===== src/sv/sobel_edge_threshold_top_macros.svh =====
// Assertion macros for the Sobel edge threshold block.
`ifndef SOBEL_EDGE_THRESHOLD_TOP_MACROS_SVH
`define SOBEL_EDGE_THRESHOLD_TOP_MACROS_SVH

`ifndef SYNTH
// Property that must hold at every clock edge out of reset.
`define SOBEL_ASSERT(label, prop) \
  label: assert property (@(posedge clk) disable iff (rst) (prop)) \
    else $error("sobel_edge_threshold: check failed");
// Condition in one cycle implies consequence in the next.
`define SOBEL_ASSERT_NEXT(label, cond, conseq) \
  label: assert property (@(posedge clk) disable iff (rst) (cond) |=> (conseq)) \
    else $error("sobel_edge_threshold: sequence check failed");
`else
`define SOBEL_ASSERT(label, prop)
`define SOBEL_ASSERT_NEXT(label, cond, conseq)
`endif

`endif


===== src/sv/sobel_pkg.sv =====
// Shared types, constants and helper functions of the Sobel edge threshold block.
package sobel_pkg;

  localparam int MAX_COLS = 2048;
  localparam int MAX_ROWS = 4096;
  localparam int COL_W    = $clog2(MAX_COLS);
  localparam int COLS_W   = $clog2(MAX_COLS + 1);
  localparam int ROW_W    = $clog2(MAX_ROWS + 1);

  localparam int ROWS_CFG_W  = 13;
  localparam int COLS_CFG_W  = 12;
  localparam int CFG_DATA_W  = 13;
  localparam int CFG_IDX_W   = 3;
  localparam int QUEUE_DEPTH = 4;
  localparam int QPTR_W      = $clog2(QUEUE_DEPTH);
  localparam int QCNT_W      = $clog2(QUEUE_DEPTH + 1);

  localparam logic [CFG_IDX_W-1:0] REG_FRAME_ROWS       = 3'd0;
  localparam logic [CFG_IDX_W-1:0] REG_FRAME_COLS       = 3'd1;
  localparam logic [CFG_IDX_W-1:0] REG_THRESHOLD_LEVEL  = 3'd2;
  localparam logic [CFG_IDX_W-1:0] REG_THRESHOLD_ENABLE = 3'd3;

  localparam logic MODE_PIXEL = 1'b0;
  localparam logic MODE_DRAIN = 1'b1;

  localparam logic [7:0] PIX_MAX = 8'd255;

  localparam logic [ROW_W-1:0]  ROWS_RESET  = ROW_W'(480);
  localparam logic [COLS_W-1:0] COLS_RESET  = COLS_W'(640);
  localparam logic [7:0]        LEVEL_RESET = 8'd100;

  typedef struct packed {
    logic       mode;
    logic [7:0] pixel;
  } in_beat_t;

  typedef struct packed {
    logic [7:0] edge_pixel;
    logic       frame_last;
  } out_beat_t;

  typedef struct packed {
    logic [7:0] level;
    logic       enable;
  } thresh_cfg_t;

  typedef struct packed {
    logic full;
    logic empty;
  } q_status_t;

  // One classified item handed from the front to the back.
  typedef struct packed {
    logic             is_pix;
    logic             emit;
    logic             zero;
    logic             last;
    logic [COL_W-1:0] col;
    logic [7:0]       pix;
  } queue_entry_t;

  typedef struct packed {
    logic valid;
    logic is_pix;
    logic emit;
    logic zero;
    logic last;
  } meta_t;

  typedef struct packed {
    logic [15:0] rad;
    logic [9:0]  rem;
    logic [7:0]  root;
  } sqrt_t;

  typedef struct packed {
    meta_t m;
    logic  sat;
    sqrt_t s;
  } root_stage_t;

  function automatic logic [ROW_W-1:0] clamp_rows(input logic [ROWS_CFG_W-1:0] v);
    logic [ROW_W-1:0] r;
    if (v == '0) begin
      r = ROW_W'(1);
    end else if (32'(v) > MAX_ROWS) begin
      r = ROW_W'(MAX_ROWS);
    end else begin
      r = ROW_W'(v);
    end
    return r;
  endfunction

  function automatic logic [COLS_W-1:0] clamp_cols(input logic [COLS_CFG_W-1:0] v);
    logic [COLS_W-1:0] c;
    if (v == '0) begin
      c = COLS_W'(1);
    end else if (32'(v) > MAX_COLS) begin
      c = COLS_W'(MAX_COLS);
    end else begin
      c = COLS_W'(v);
    end
    return c;
  endfunction

  // Two digits of the restoring integer square root, no multiplier.
  function automatic sqrt_t sqrt_pair(input sqrt_t s);
    sqrt_t       o;
    logic [11:0] r;
    logic [11:0] trial;
    o = s;
    for (int i = 0; i < 2; i++) begin
      r     = {o.rem, o.rad[15:14]};
      trial = {2'b00, o.root, 2'b01};
      if (r >= trial) begin
        r      = r - trial;
        o.root = {o.root[6:0], 1'b1};
      end else begin
        o.root = {o.root[6:0], 1'b0};
      end
      o.rem = r[9:0];
      o.rad = {o.rad[13:0], 2'b00};
    end
    return o;
  endfunction

endpackage


===== src/sv/sobel_queue.sv =====
// Short queue of classified items between the front and the back.
module sobel_queue (
  input  logic                    clk,
  input  logic                    rst,
  input  logic                    push,
  input  sobel_pkg::queue_entry_t push_entry,
  input  logic                    pop,
  output sobel_pkg::queue_entry_t pop_entry,
  output sobel_pkg::q_status_t    status
);

  sobel_pkg::queue_entry_t entries [sobel_pkg::QUEUE_DEPTH];
  logic [sobel_pkg::QPTR_W-1:0] wr_ptr;
  logic [sobel_pkg::QPTR_W-1:0] rd_ptr;
  logic [sobel_pkg::QCNT_W-1:0] count;

  assign status.full  = (count == sobel_pkg::QCNT_W'(sobel_pkg::QUEUE_DEPTH));
  assign status.empty = (count == '0);
  assign pop_entry    = entries[rd_ptr];

  always_ff @(posedge clk) begin
    if (push) begin
      entries[wr_ptr] <= push_entry;
    end
  end

  always_ff @(posedge clk) begin
    if (rst) begin
      wr_ptr <= '0;
      rd_ptr <= '0;
      count  <= '0;
    end else begin
      if (push) begin
        wr_ptr <= wr_ptr + 1'b1;
      end
      if (pop) begin
        rd_ptr <= rd_ptr + 1'b1;
      end
      case ({push, pop})
        2'b10:   count <= count + 1'b1;
        2'b01:   count <= count - 1'b1;
        default: count <= count;
      endcase
    end
  end

endmodule


===== config.mk =====
export PLATFORM = sky130hd
export DESIGN_NAME = sobel_queue
export DESIGN_NICKNAME = d
export VERILOG_FILES = /design/src/sv/sobel_edge_threshold_top_macros.svh /design/src/sv/sobel_pkg.sv /design/src/sv/sobel_queue.sv
export SDC_FILE = /design/constraint.sdc
export NUM_CORES = 1
export LEC_CHECK = 0
export BUFFER_PORTS_ARGS = -buffer_cell sky130_fd_sc_hd__buf_2
export CAP_MARGIN = 0
export CORE_ASPECT_RATIO = 1.4
export CORE_MARGIN = 2
export CORE_UTILIZATION = 40
export DETAILED_ROUTE_END_ITERATION = 16
export PLACE_DENSITY = 0.62
export SYNTH_ARGS = -nofsm -noshare
export SYNTH_HDL_FRONTEND = slang
export SYNTH_SLANG_ARGS = --single-unit

===== constraint.sdc =====
create_clock -name clk -period 2.36 [get_ports clk]
set_clock_uncertainty 0.2 [all_clocks]
set_input_delay 0.354 -clock clk [delete_from_list [all_inputs] [get_ports clk]]
set_output_delay 0.354 -clock clk [all_outputs]
set_load 0.01 [all_outputs]

==> results by group <==
Run status
  – Status: complete, no violations

GRT
  – GR Util All Layers: 0.134
  – Initial antenna violation count: 0
  – Largest net degree at the start of global routing: 24
  – Vias in the first global route: 1863
  – First-pass GRT wire length: 9900 um
  – GRT overflow: 0

Drt
  – Routed WL per cell: 18.4 um
  – Via count: 1745
  – Total wire length: 6350 um
  – Drt drc: 0
  – First DRT Iteration DRCs: 103
  – Router iterations before antenna repair: 4
  – Routed Antenna Nets: 0
  – DR vias/cell: 5.04

Clock tree
  – Post_cts resized: 0
  – Root Driver: clkbuf_16
  – Hold buffer count at CTS: 0
  – Num CTS Buffers: 9
  – Post-CTS setup buffers: 0
  – Clock Latency Late Sink: 0.34 ns
  – CTS tree: yes
  – CTS Buffer Depth: 2
  – Clk slew on worst S/H paths: 0.07 ns
  – Clock Sinks: 101
  – H-tree level count: 3

Worst setup path
  – CP max FO: 7
  – Crit path DAT: 1.65 ns
  – Max incr delay on CP: 0.51 ns
  – FF-to-FF End: entries[2][2]
  – Critical path class: reg -> out
  – R2R Path Start: wr_ptr[0]
  – FF-to-FF setup slack: 0.57 ns
  – CP max-delay cell: mux4_2
  – Worst Reg-to-Reg Cells: 4
  – Setup crit end kind: output pin
  – CP Launch Type: flop
  – Cells along the critical path: buf_4 > mux4_2 > buf_2
  – Critical path required time: 1.81 ns

Synth
  – Syn_area_per_cell: 22.7 um2
  – FF+latch count, synth: 101
  – Yosys cell types: 22
  – Synth area leader: edfxtp_1
  – Netlist Area Pre-Place: 3790 um2
  – Post-synth top area share: 0.729
  – Syn nets: 200
  – Mapped Cells: 167
  – Warnings from Yosys: 0
  – Area contributors post-synth: edfxtp_1, mux4_2, dfxtp_1
  – Sequential fraction of the synthesis area: 0.777

Timing
  – RSZ-0062 raised after global routing: no
  – Final Cycle Share: 0.936
  – Slew HR: 0.710
  – Min Clock Period, post-route: 2.21 ns
  – Max-slew violation count: 0
  – Fmax: 0.453 GHz
  – Worst-Margin Slew: 0.434 ns
  – Post-Route Setup TNS: 0 ns
  – Fin. Hold Viols: 0
  – Setup ws final: 0.152 ns
  – Number of setup violations in the final report: 0
  – Worst hold slack: 0.0261 ns

Floorplan
  – Die width: 86.2 um
  – Site row count: 42
  – Die area: 10300 um2
  – Core Area: 9350 um2
  – Initial core utilization: 0.405
  – Num ports: 52
  – Die Y: 119 um

Place
  – DP Cell Count: 330
  – Pre-CTS WS: 0.325 ns
  – Hpwl dp: 3990 um
  – Port Buf Inserts: 51
  – RD Place Congestion: 0.650

Final layout
  – Area Overhead vs Synth: 18.9%
  – Fillers: 813
  – Register area: 2940 um2
  – Commonest non-fill, non-tap cell in the layout: edfxtp_1
  – Final std cells w/o fill: 346
  – Nets: 264
  – Multi-input logic area: 757 um2
  – Layout cells sized above 1: 0.394
  – Commonest cells after routing, fill and taps aside: edfxtp_1, buf_2, mux4_2, clkbuf_16
  – Ant diodes: 0

Run
  – MaxCap Viol Count: 0

Hold path
  – Hold path cells: 1
  – Min-delay src: push_entry[17]
  – Worst Hold End: entries[1][17]
  – Hold WC Path Type: in -> reg

Pwr
  – VDD IR-drop max: 0.367 mV
  – Pleak: 1.57 nW
  – Pwr/cell area: 867 nW/um2
  – Total power: 3.91 mW
worst max-delay path by stage:
| stage | endpoint | slack (ns) |
|---|---|---|
| 6_report | pop_entry[22] | 0.15 |
| 5_1_grt | pop_entry[22] | 0.07 |
| 4_1_cts | pop_entry[22] | 0.11 |
| 3_5_place_dp | count[2] | 0.33 |
| 3_3_place_gp | count[2] | 0.37 |
| 2_1_floorplan | count[2] | 0.56 |
report_power, final:
part           switching (mW)  internal, mW
Combinational           0.207         0.194
Sequential             0.0291          2.05
Clock                   0.607         0.820
Total                   0.843          3.06
flip-flops by register name, indices dropped and copies added (netlist names), named ones only:
name and cells:
count 3, entries 92, rd_ptr 2, wr_ptr 2
Yosys cell counts, drive strengths merged:
cell type	n
mux4	23
ha	5
nor3	1
and2	4
and3	1
xnor2	2
nor2	8
dfxtp	9
fa	1
clkbuf	1
o21ai	1
xor2	3
mux2i	1
or3	1
a21oi	2
edfxtp	92
inv	6
nand2	1
buf	5
layout make-up:
class | instances | area share
Sequential cell | 101 | 0.654
Multi-Input combinational cell | 54 | 0.168
Timing Repair Buffer | 59 | 0.0784
Clock buffer | 10 | 0.0508
Tap cell | 110 | 0.0306
Clock inverter | 6 | 0.0133
Inverter | 6 | 0.00500
per-stage QoR:
stage,utilization,cell area (um2)
final,0.481,4500
after CTS,0.481,4500
after global placement,0.451,4210
after detailed placement,0.451,4210
after floorplan,-,3790
after global routing,0.481,4500
kinds of logic (layout without fill, tap and decap cells):
group           count (synthesis)  count (layout)  synth area share
flops                         101             101             0.777
mux                            24              24             0.142
simple gates                   16              16            0.0202
buf+inv                        12              81            0.0231
fa+ha+maj                       6               6            0.0218
xor+xnor                        5               5            0.0116
compound gates                  3               3           0.00396
routing by layer:
metal  GRT usage  share of wire  routed length (um)  up-vias
met3      0.0340          0.038                 244       10
met2       0.210           0.50                3160       42
met1       0.168           0.44                2810      889
met5           0              0                   0        -
li1            -              -                   -      804
met4      0.0762          0.021                 136        0
critical path: cells and delay by family, from the launching register on:
| kind | cells | cell delay (ns) |
|---|---|---|
| buf+inv | 2 | 0.38 |
| flops | 1 | 0.42 |
| mux | 1 | 0.51 |
Power figures use the tool's default switching activity.
