<file path="config.mk">
export PLATFORM = sky130hd
export DESIGN_NAME = sobel_front
export DESIGN_NICKNAME = d
export VERILOG_FILES = /design/src/sv/sobel_edge_threshold_top_macros.svh /design/src/sv/sobel_pkg.sv /design/src/sv/sobel_front.sv
export SDC_FILE = /design/constraint.sdc
export NUM_CORES = 1
export LEC_CHECK = 0
export BUFFER_PORTS_ARGS = -buffer_cell sky130_fd_sc_hd__buf_2
export CAP_MARGIN = 20
export CORE_ASPECT_RATIO = 0.8
export CORE_UTILIZATION = 55
export DETAILED_ROUTE_END_ITERATION = 16
export PLACE_DENSITY = 0.82
export SLEW_MARGIN = 20
export SYNTH_ARGS = -nofsm -noshare
export SYNTH_HDL_FRONTEND = slang
export SYNTH_SLANG_ARGS = --single-unit
</file>
<file path="constraint.sdc">
create_clock -name clk -period 3.85 [get_ports clk]
set_clock_uncertainty 0.15 [all_clocks]
set_input_delay 0.9625 -clock clk [delete_from_list [all_inputs] [get_ports clk]]
set_output_delay 0.9625 -clock clk [all_outputs]
set_load 0.005 [all_outputs]
</file>
<file path="src/sv/sobel_edge_threshold_top_macros.svh">
// Assertion macros for the Sobel edge threshold block.
`ifndef SOBEL_EDGE_THRESHOLD_TOP_MACROS_SVH
`define SOBEL_EDGE_THRESHOLD_TOP_MACROS_SVH

`ifndef SYNTH
// Property that must hold at every clock edge out of reset.
`define SOBEL_ASSERT(label, prop) \
  label: assert property (@(posedge clk) disable iff (rst) (prop)) \
    else $error("sobel_edge_threshold: check failed");
// Condition in one cycle implies consequence in the next.
`define SOBEL_ASSERT_NEXT(label, cond, conseq) \
  label: assert property (@(posedge clk) disable iff (rst) (cond) |=> (conseq)) \
    else $error("sobel_edge_threshold: sequence check failed");
`else
`define SOBEL_ASSERT(label, prop)
`define SOBEL_ASSERT_NEXT(label, cond, conseq)
`endif

`endif

</file>
<file path="src/sv/sobel_pkg.sv">
// Shared types, constants and helper functions of the Sobel edge threshold block.
package sobel_pkg;

  localparam int MAX_COLS = 2048;
  localparam int MAX_ROWS = 4096;
  localparam int COL_W    = $clog2(MAX_COLS);
  localparam int COLS_W   = $clog2(MAX_COLS + 1);
  localparam int ROW_W    = $clog2(MAX_ROWS + 1);

  localparam int ROWS_CFG_W  = 13;
  localparam int COLS_CFG_W  = 12;
  localparam int CFG_DATA_W  = 13;
  localparam int CFG_IDX_W   = 3;
  localparam int QUEUE_DEPTH = 4;
  localparam int QPTR_W      = $clog2(QUEUE_DEPTH);
  localparam int QCNT_W      = $clog2(QUEUE_DEPTH + 1);

  localparam logic [CFG_IDX_W-1:0] REG_FRAME_ROWS       = 3'd0;
  localparam logic [CFG_IDX_W-1:0] REG_FRAME_COLS       = 3'd1;
  localparam logic [CFG_IDX_W-1:0] REG_THRESHOLD_LEVEL  = 3'd2;
  localparam logic [CFG_IDX_W-1:0] REG_THRESHOLD_ENABLE = 3'd3;

  localparam logic MODE_PIXEL = 1'b0;
  localparam logic MODE_DRAIN = 1'b1;

  localparam logic [7:0] PIX_MAX = 8'd255;

  localparam logic [ROW_W-1:0]  ROWS_RESET  = ROW_W'(480);
  localparam logic [COLS_W-1:0] COLS_RESET  = COLS_W'(640);
  localparam logic [7:0]        LEVEL_RESET = 8'd100;

  typedef struct packed {
    logic       mode;
    logic [7:0] pixel;
  } in_beat_t;

  typedef struct packed {
    logic [7:0] edge_pixel;
    logic       frame_last;
  } out_beat_t;

  typedef struct packed {
    logic [7:0] level;
    logic       enable;
  } thresh_cfg_t;

  typedef struct packed {
    logic full;
    logic empty;
  } q_status_t;

  // One classified item handed from the front to the back.
  typedef struct packed {
    logic             is_pix;
    logic             emit;
    logic             zero;
    logic             last;
    logic [COL_W-1:0] col;
    logic [7:0]       pix;
  } queue_entry_t;

  typedef struct packed {
    logic valid;
    logic is_pix;
    logic emit;
    logic zero;
    logic last;
  } meta_t;

  typedef struct packed {
    logic [15:0] rad;
    logic [9:0]  rem;
    logic [7:0]  root;
  } sqrt_t;

  typedef struct packed {
    meta_t m;
    logic  sat;
    sqrt_t s;
  } root_stage_t;

  function automatic logic [ROW_W-1:0] clamp_rows(input logic [ROWS_CFG_W-1:0] v);
    logic [ROW_W-1:0] r;
    if (v == '0) begin
      r = ROW_W'(1);
    end else if (32'(v) > MAX_ROWS) begin
      r = ROW_W'(MAX_ROWS);
    end else begin
      r = ROW_W'(v);
    end
    return r;
  endfunction

  function automatic logic [COLS_W-1:0] clamp_cols(input logic [COLS_CFG_W-1:0] v);
    logic [COLS_W-1:0] c;
    if (v == '0) begin
      c = COLS_W'(1);
    end else if (32'(v) > MAX_COLS) begin
      c = COLS_W'(MAX_COLS);
    end else begin
      c = COLS_W'(v);
    end
    return c;
  endfunction

  // Two digits of the restoring integer square root, no multiplier.
  function automatic sqrt_t sqrt_pair(input sqrt_t s);
    sqrt_t       o;
    logic [11:0] r;
    logic [11:0] trial;
    o = s;
    for (int i = 0; i < 2; i++) begin
      r     = {o.rem, o.rad[15:14]};
      trial = {2'b00, o.root, 2'b01};
      if (r >= trial) begin
        r      = r - trial;
        o.root = {o.root[6:0], 1'b1};
      end else begin
        o.root = {o.root[6:0], 1'b0};
      end
      o.rem = r[9:0];
      o.rad = {o.rad[13:0], 2'b00};
    end
    return o;
  endfunction

endpackage

</file>
<file path="src/sv/sobel_front.sv">
// Front end: configuration registers, raster position tracking and item classification.
module sobel_front (
  input  logic                                 clk,
  input  logic                                 rst,
  input  logic                                 cfg_write,
  input  logic [sobel_pkg::CFG_IDX_W-1:0]      cfg_index,
  input  logic [sobel_pkg::CFG_DATA_W-1:0]     cfg_data,
  input  logic                                 in_valid,
  output logic                                 in_ready,
  input  sobel_pkg::in_beat_t                  in_data,
  input  sobel_pkg::q_status_t                 q_stat,
  output logic                                 push,
  output sobel_pkg::queue_entry_t              push_entry,
  output sobel_pkg::thresh_cfg_t               thr
);

  logic [sobel_pkg::ROW_W-1:0]  rows_u;
  logic [sobel_pkg::COLS_W-1:0] cols_u;
  logic [sobel_pkg::COL_W-1:0]  cols_m1;
  logic [7:0]                   level;
  logic                         thr_en;

  logic [sobel_pkg::COL_W-1:0]  col, col_next;
  logic [sobel_pkg::ROW_W-1:0]  row, row_next;
  logic [sobel_pkg::COLS_W-1:0] drain, drain_next;

  logic accept;
  logic frame_in;
  logic geom_write;
  logic drain_last;

  assign in_ready   = !q_stat.full;
  assign accept     = in_valid && in_ready;
  assign frame_in   = (row >= rows_u);
  assign geom_write = cfg_write &&
                      ((cfg_index == sobel_pkg::REG_FRAME_ROWS) ||
                       (cfg_index == sobel_pkg::REG_FRAME_COLS));
  assign drain_last = (drain == cols_u);
  assign thr.level  = level;
  assign thr.enable = thr_en;

  always_ff @(posedge clk) begin
    if (rst) begin
      rows_u  <= sobel_pkg::ROWS_RESET;
      cols_u  <= sobel_pkg::COLS_RESET;
      cols_m1 <= sobel_pkg::COL_W'(sobel_pkg::COLS_RESET - 1'b1);
      level   <= sobel_pkg::LEVEL_RESET;
      thr_en  <= 1'b1;
    end else if (cfg_write) begin
      case (cfg_index)
        sobel_pkg::REG_FRAME_ROWS: begin
          rows_u <= sobel_pkg::clamp_rows(cfg_data[sobel_pkg::ROWS_CFG_W-1:0]);
        end
        sobel_pkg::REG_FRAME_COLS: begin
          cols_u  <= sobel_pkg::clamp_cols(cfg_data[sobel_pkg::COLS_CFG_W-1:0]);
          cols_m1 <= sobel_pkg::COL_W'(
                       sobel_pkg::clamp_cols(cfg_data[sobel_pkg::COLS_CFG_W-1:0]) - 1'b1);
        end
        sobel_pkg::REG_THRESHOLD_LEVEL: begin
          level <= cfg_data[7:0];
        end
        sobel_pkg::REG_THRESHOLD_ENABLE: begin
          thr_en <= cfg_data[0];
        end
        default: begin
        end
      endcase
    end
  end

  always_comb begin
    col_next          = col;
    row_next          = row;
    drain_next        = drain;
    push              = 1'b0;
    push_entry.is_pix = 1'b0;
    push_entry.emit   = 1'b0;
    push_entry.zero   = 1'b1;
    push_entry.last   = 1'b0;
    push_entry.col    = col;
    push_entry.pix    = in_data.pixel;
    if (accept) begin
      if (in_data.mode == sobel_pkg::MODE_PIXEL) begin
        if (!frame_in) begin
          push              = 1'b1;
          push_entry.is_pix = 1'b1;
          // first cols+1 pixels have no result position yet
          push_entry.emit   = !((row == '0) ||
                                ((row == sobel_pkg::ROW_W'(1)) && (col == '0)));
          // result sits one row and one column back: interior iff row>=2, col>=2
          push_entry.zero   = !((row >= sobel_pkg::ROW_W'(2)) &&
                                (col >= sobel_pkg::COL_W'(2)));
          if (col == cols_m1) begin
            col_next = '0;
            row_next = row + 1'b1;
          end else begin
            col_next = col + 1'b1;
          end
        end
      end else begin
        if (frame_in) begin
          // single-row frames owe one result fewer than drain beats
          push            = (rows_u != sobel_pkg::ROW_W'(1)) || (drain != '0);
          push_entry.emit = 1'b1;
          push_entry.last = drain_last;
          drain_next      = drain + 1'b1;
          if (drain_last) begin
            col_next   = '0;
            row_next   = '0;
            drain_next = '0;
          end
        end
      end
    end
  end

  always_ff @(posedge clk) begin
    if (rst || geom_write) begin
      col   <= '0;
      row   <= '0;
      drain <= '0;
    end else begin
      col   <= col_next;
      row   <= row_next;
      drain <= drain_next;
    end
  end

endmodule

</file>
==> impl_metrics.toml <==
[outcome]
status = "completed"

[cells_and_area]
fill_cells = 675
drive_gt1_share_pct = 14.38
fin_nets = 636
multi_input_area_sq_mm = 0.002699
diodes = 0
area_growth_syn_to_layout_pct = 9.648
seq_area_sq_mm = 0.001622
final_area_sq_mm = 0.005034
finalNonFillerCells = 692

[run]
maxCapViolCount = 0

[place]
placed_cells = 677
dpl.hpwl_mm = 8.370
io_buffers = 47
gp_congestion = 0.8401
place_area_sq_mm = 0.004830

[timing]
rsz0062_at_grt = "false"
setup_viol = 0
min_period_ps = 3685
slew_viol_final = 0
tns_ps = 0
worst_slew_pin_slew_ps = 742.0
max-slew-margin-rel_pct = 50.20
hold_viol = 0
fmax_mhz = 271.4
finalCritPeriodShare_pct = 95.71

[yosys]
synthArstFlopShare_pct = 0
ys_types = 57
synth_largest_area_cell = "dfxtp_1"
yosys_warnings = 0
synth.avg_cell_area_sq_um = 8.362
synth_top_family_by_area = "simple AND/OR/NAND/NOR gates"
syn-instance-count = 549
yosys.area.top_type_share_pct = 35.32
synth_compound_area_share_pct = 16.71
netlist_top_cells_count = "81 x dfxtp_1, 52 x nor2_1, 42 x nand2_1"
synthFlopType = "dfxtp_1"
synth_area_leaders = "dfxtp_1 35%, ha_1 6.8%, xor2_1 6.7%"
synth-edff-count = 0
synth_xor_area_share_pct = 7.632
synth_adder_area_share_pct = 6.814
synth_seq_cells = 81
yosysSeqAreaShare_pct = 35.32
synthSimpleGateAreaFrac_pct = 24.69
syn_nets = 605
muxShareOfSynthArea_pct = 2.807
synth_area_sq_mm = 0.004591
yosysMostFrequentCell = "dfxtp_1"

[global_route]
grt_use_total_pct = 27.34
antenna_found_initial = 0
grt_pass1_wl_mm = 19.00
grt_max_degree = 41
grt_util_met1_pct = 34.60
first_global_vias = 3932
grt_overflow = 0
use_met3_pct = 5.152
busiest_layer = "met2"
grt_util_met2_pct = 46.24

[clocking]
cts_made_buffers = 9
clkTransAtPathRegs_ps = 80
insertion_delay_ps = 350
clock_path_buffers = 2
clock_sinks = 81
root_buffer = "clkbuf_8"
cts_max_level = 3
tritoncts = "done"

[power_and_ir_drop]
p_leak_nw = 2.050
power_density_mw_per_mm2 = 321.6
pwr-share-clk_pct = 39.0
seqPwrFrac_pct = 52.9
p_switching_mw = 0.3932
sw_frac_of_total_pct = 24.29
finalPower_mw = 1.619
ir_worst_vdd_mv = 0.2350
cell_internal_pwr_mw = 1.226
comb_power_share_pct = 8.1

[floorplan]
dieWidth_um = 104.1
rows = 29
dieArea_sq_mm = 0.008719
core_area_sq_mm = 0.008019
die_h_um = 83.72
io_pins = 65
start_util_pct = 57.25

[routing]
vias = 4149
vias_per_cell = 5.996
firstDrtPassIters = 5
wirelength_mm = 11.40
route.antenna.remaining_nets = 0
drc = 0
drt_iter0_drc = 337
wl_per_cell_um = 16.48

[critical_path]
worstSetupPathType = "reg -> out"
startpoint_type = "flop"
crit_fanout = 18
crit_arrival_ps = 2570
cp-end-kind = "output pin"
critical_path_required_ps = 2740

[hold_path]
worst_hold_path_type = "reg -> reg"
==> layer usage <==
metal  wire (um)  vias up  part of all wire [%]
met5           0        -                     0
met4         206        0                   1.8
met3         597       24                   5.2
met2        5471      149                    48
met1        5127     1968                    45
li1            -     2008                     -
==> critical path, stage by stage (launching register included) <==
cell	delay (ps)
dfxtp_1	380
inv_1	70
ha_1	310
nand2_1	60
o21ai_1	140
a31oi_1	120
o31a_4	350
inv_6	150
nand2_1	160
a31oi_2	230
o21a_1	140
buf_2	100
==> power groups by stage <==
stage | Sequential (mW) | Clock [mW] | Combinational (mW)
6_report | 0.857 | 0.631 | 0.130
5_1_grt | 0.858 | 0.672 | 0.143
4_1_cts | 0.857 | 0.642 | 0.128
3_5_place_dp | 0.877 | 0 | 0.127
3_3_place_gp | 0.876 | 0 | 0.125
2_1_floorplan | 0.875 | 0 | 0.0877
==> sequential cells by signal (all words and copies together), names as in the netlist <==
register and flops:
cols_u 12, drain 12, thr_en 1, cols_m1 11
row 13, rows_u 13, level 8, col 11
==> cell type report <==
cell class,instances,share of cell area [%]
multi-input cells,409,53.62
flip-flops and latches,81,32.21
repair buffers,53,5.568
clock buffers,12,3.082
well taps,108,2.685
inverters,26,2.038
clock inverters,3,0.7954
==> cells in the final DEF, fill, tap and decap left out, types with 7 or more instances in the layout <==
cell type | Yosys | layout
nand2_1 | 42 | 42
and3_1 | 8 | 8
a211o_1 | 10 | 10
dfxtp_1 | 81 | 81
xor2_1 | 35 | 35
mux2i_1 | 8 | 8
and2_1 | 8 | 8
nor4_1 | 16 | 16
inv_1 | 25 | 25
clkbuf_8 | 0 | 11
a22o_1 | 7 | 7
nand3_1 | 12 | 12
nand4_1 | 12 | 12
a21oi_1 | 37 | 37
ha_1 | 25 | 25
nor2b_1 | 9 | 9
nor2_1 | 52 | 52
buf_2 | 3 | 47
o21ai_0 | 17 | 17
nor3_1 | 19 | 19
or3_1 | 12 | 12
==> cells by family (layout without fill, tap and decap cells) <==
| family | Yosys count | in the layout |
|---|---|---|
| flip-flops | 81 | 81 |
| AO/OA/AOI/OAI | 115 | 115 |
| multiplexers | 12 | 12 |
| adder cells (fa/ha/maj) | 25 | 25 |
| XOR/XNOR | 40 | 40 |
| AND/OR/NAND/NOR | 217 | 217 |
| buffers and inverters | 59 | 94 |
==> per-stage QoR <==
step	util (%)	hold WS (ps)	setup WS (ps)
floorplan	-	293.4	428.1
global placement	60.23	307.9	479.1
detailed placement	60.23	312.5	420.8
CTS	62.66	323.5	97.70
global route	62.77	343.4	22.96
finish	62.77	322.0	165.0
==> timing repair <==
action | in CTS | in global routing
setup buffers | 0 | 0
gates resized for setup | 0 | 2
endpoints found under the setup margin | 0 | 1
hold buffers | 0 | 0
==> path summary, 6_finish.rpt <==
check,start,endpoint,slack (ps),cells after the start
worst max-delay path,rows_u[2]$_SDFFE_PP0P_,push,160,11
worst min-delay path,cols_u[11]$_SDFFE_PP0P_,cols_u[11]$_SDFFE_PP0P_,320,2
worst max register to register,row[6]$_SDFFE_PP0P_,col[7]$_SDFFE_PP0P_,400,11
worst min register to register,cols_u[11]$_SDFFE_PP0P_,cols_u[11]$_SDFFE_PP0P_,320,2
No activity file was read; power rests on OpenSTA's default activity.
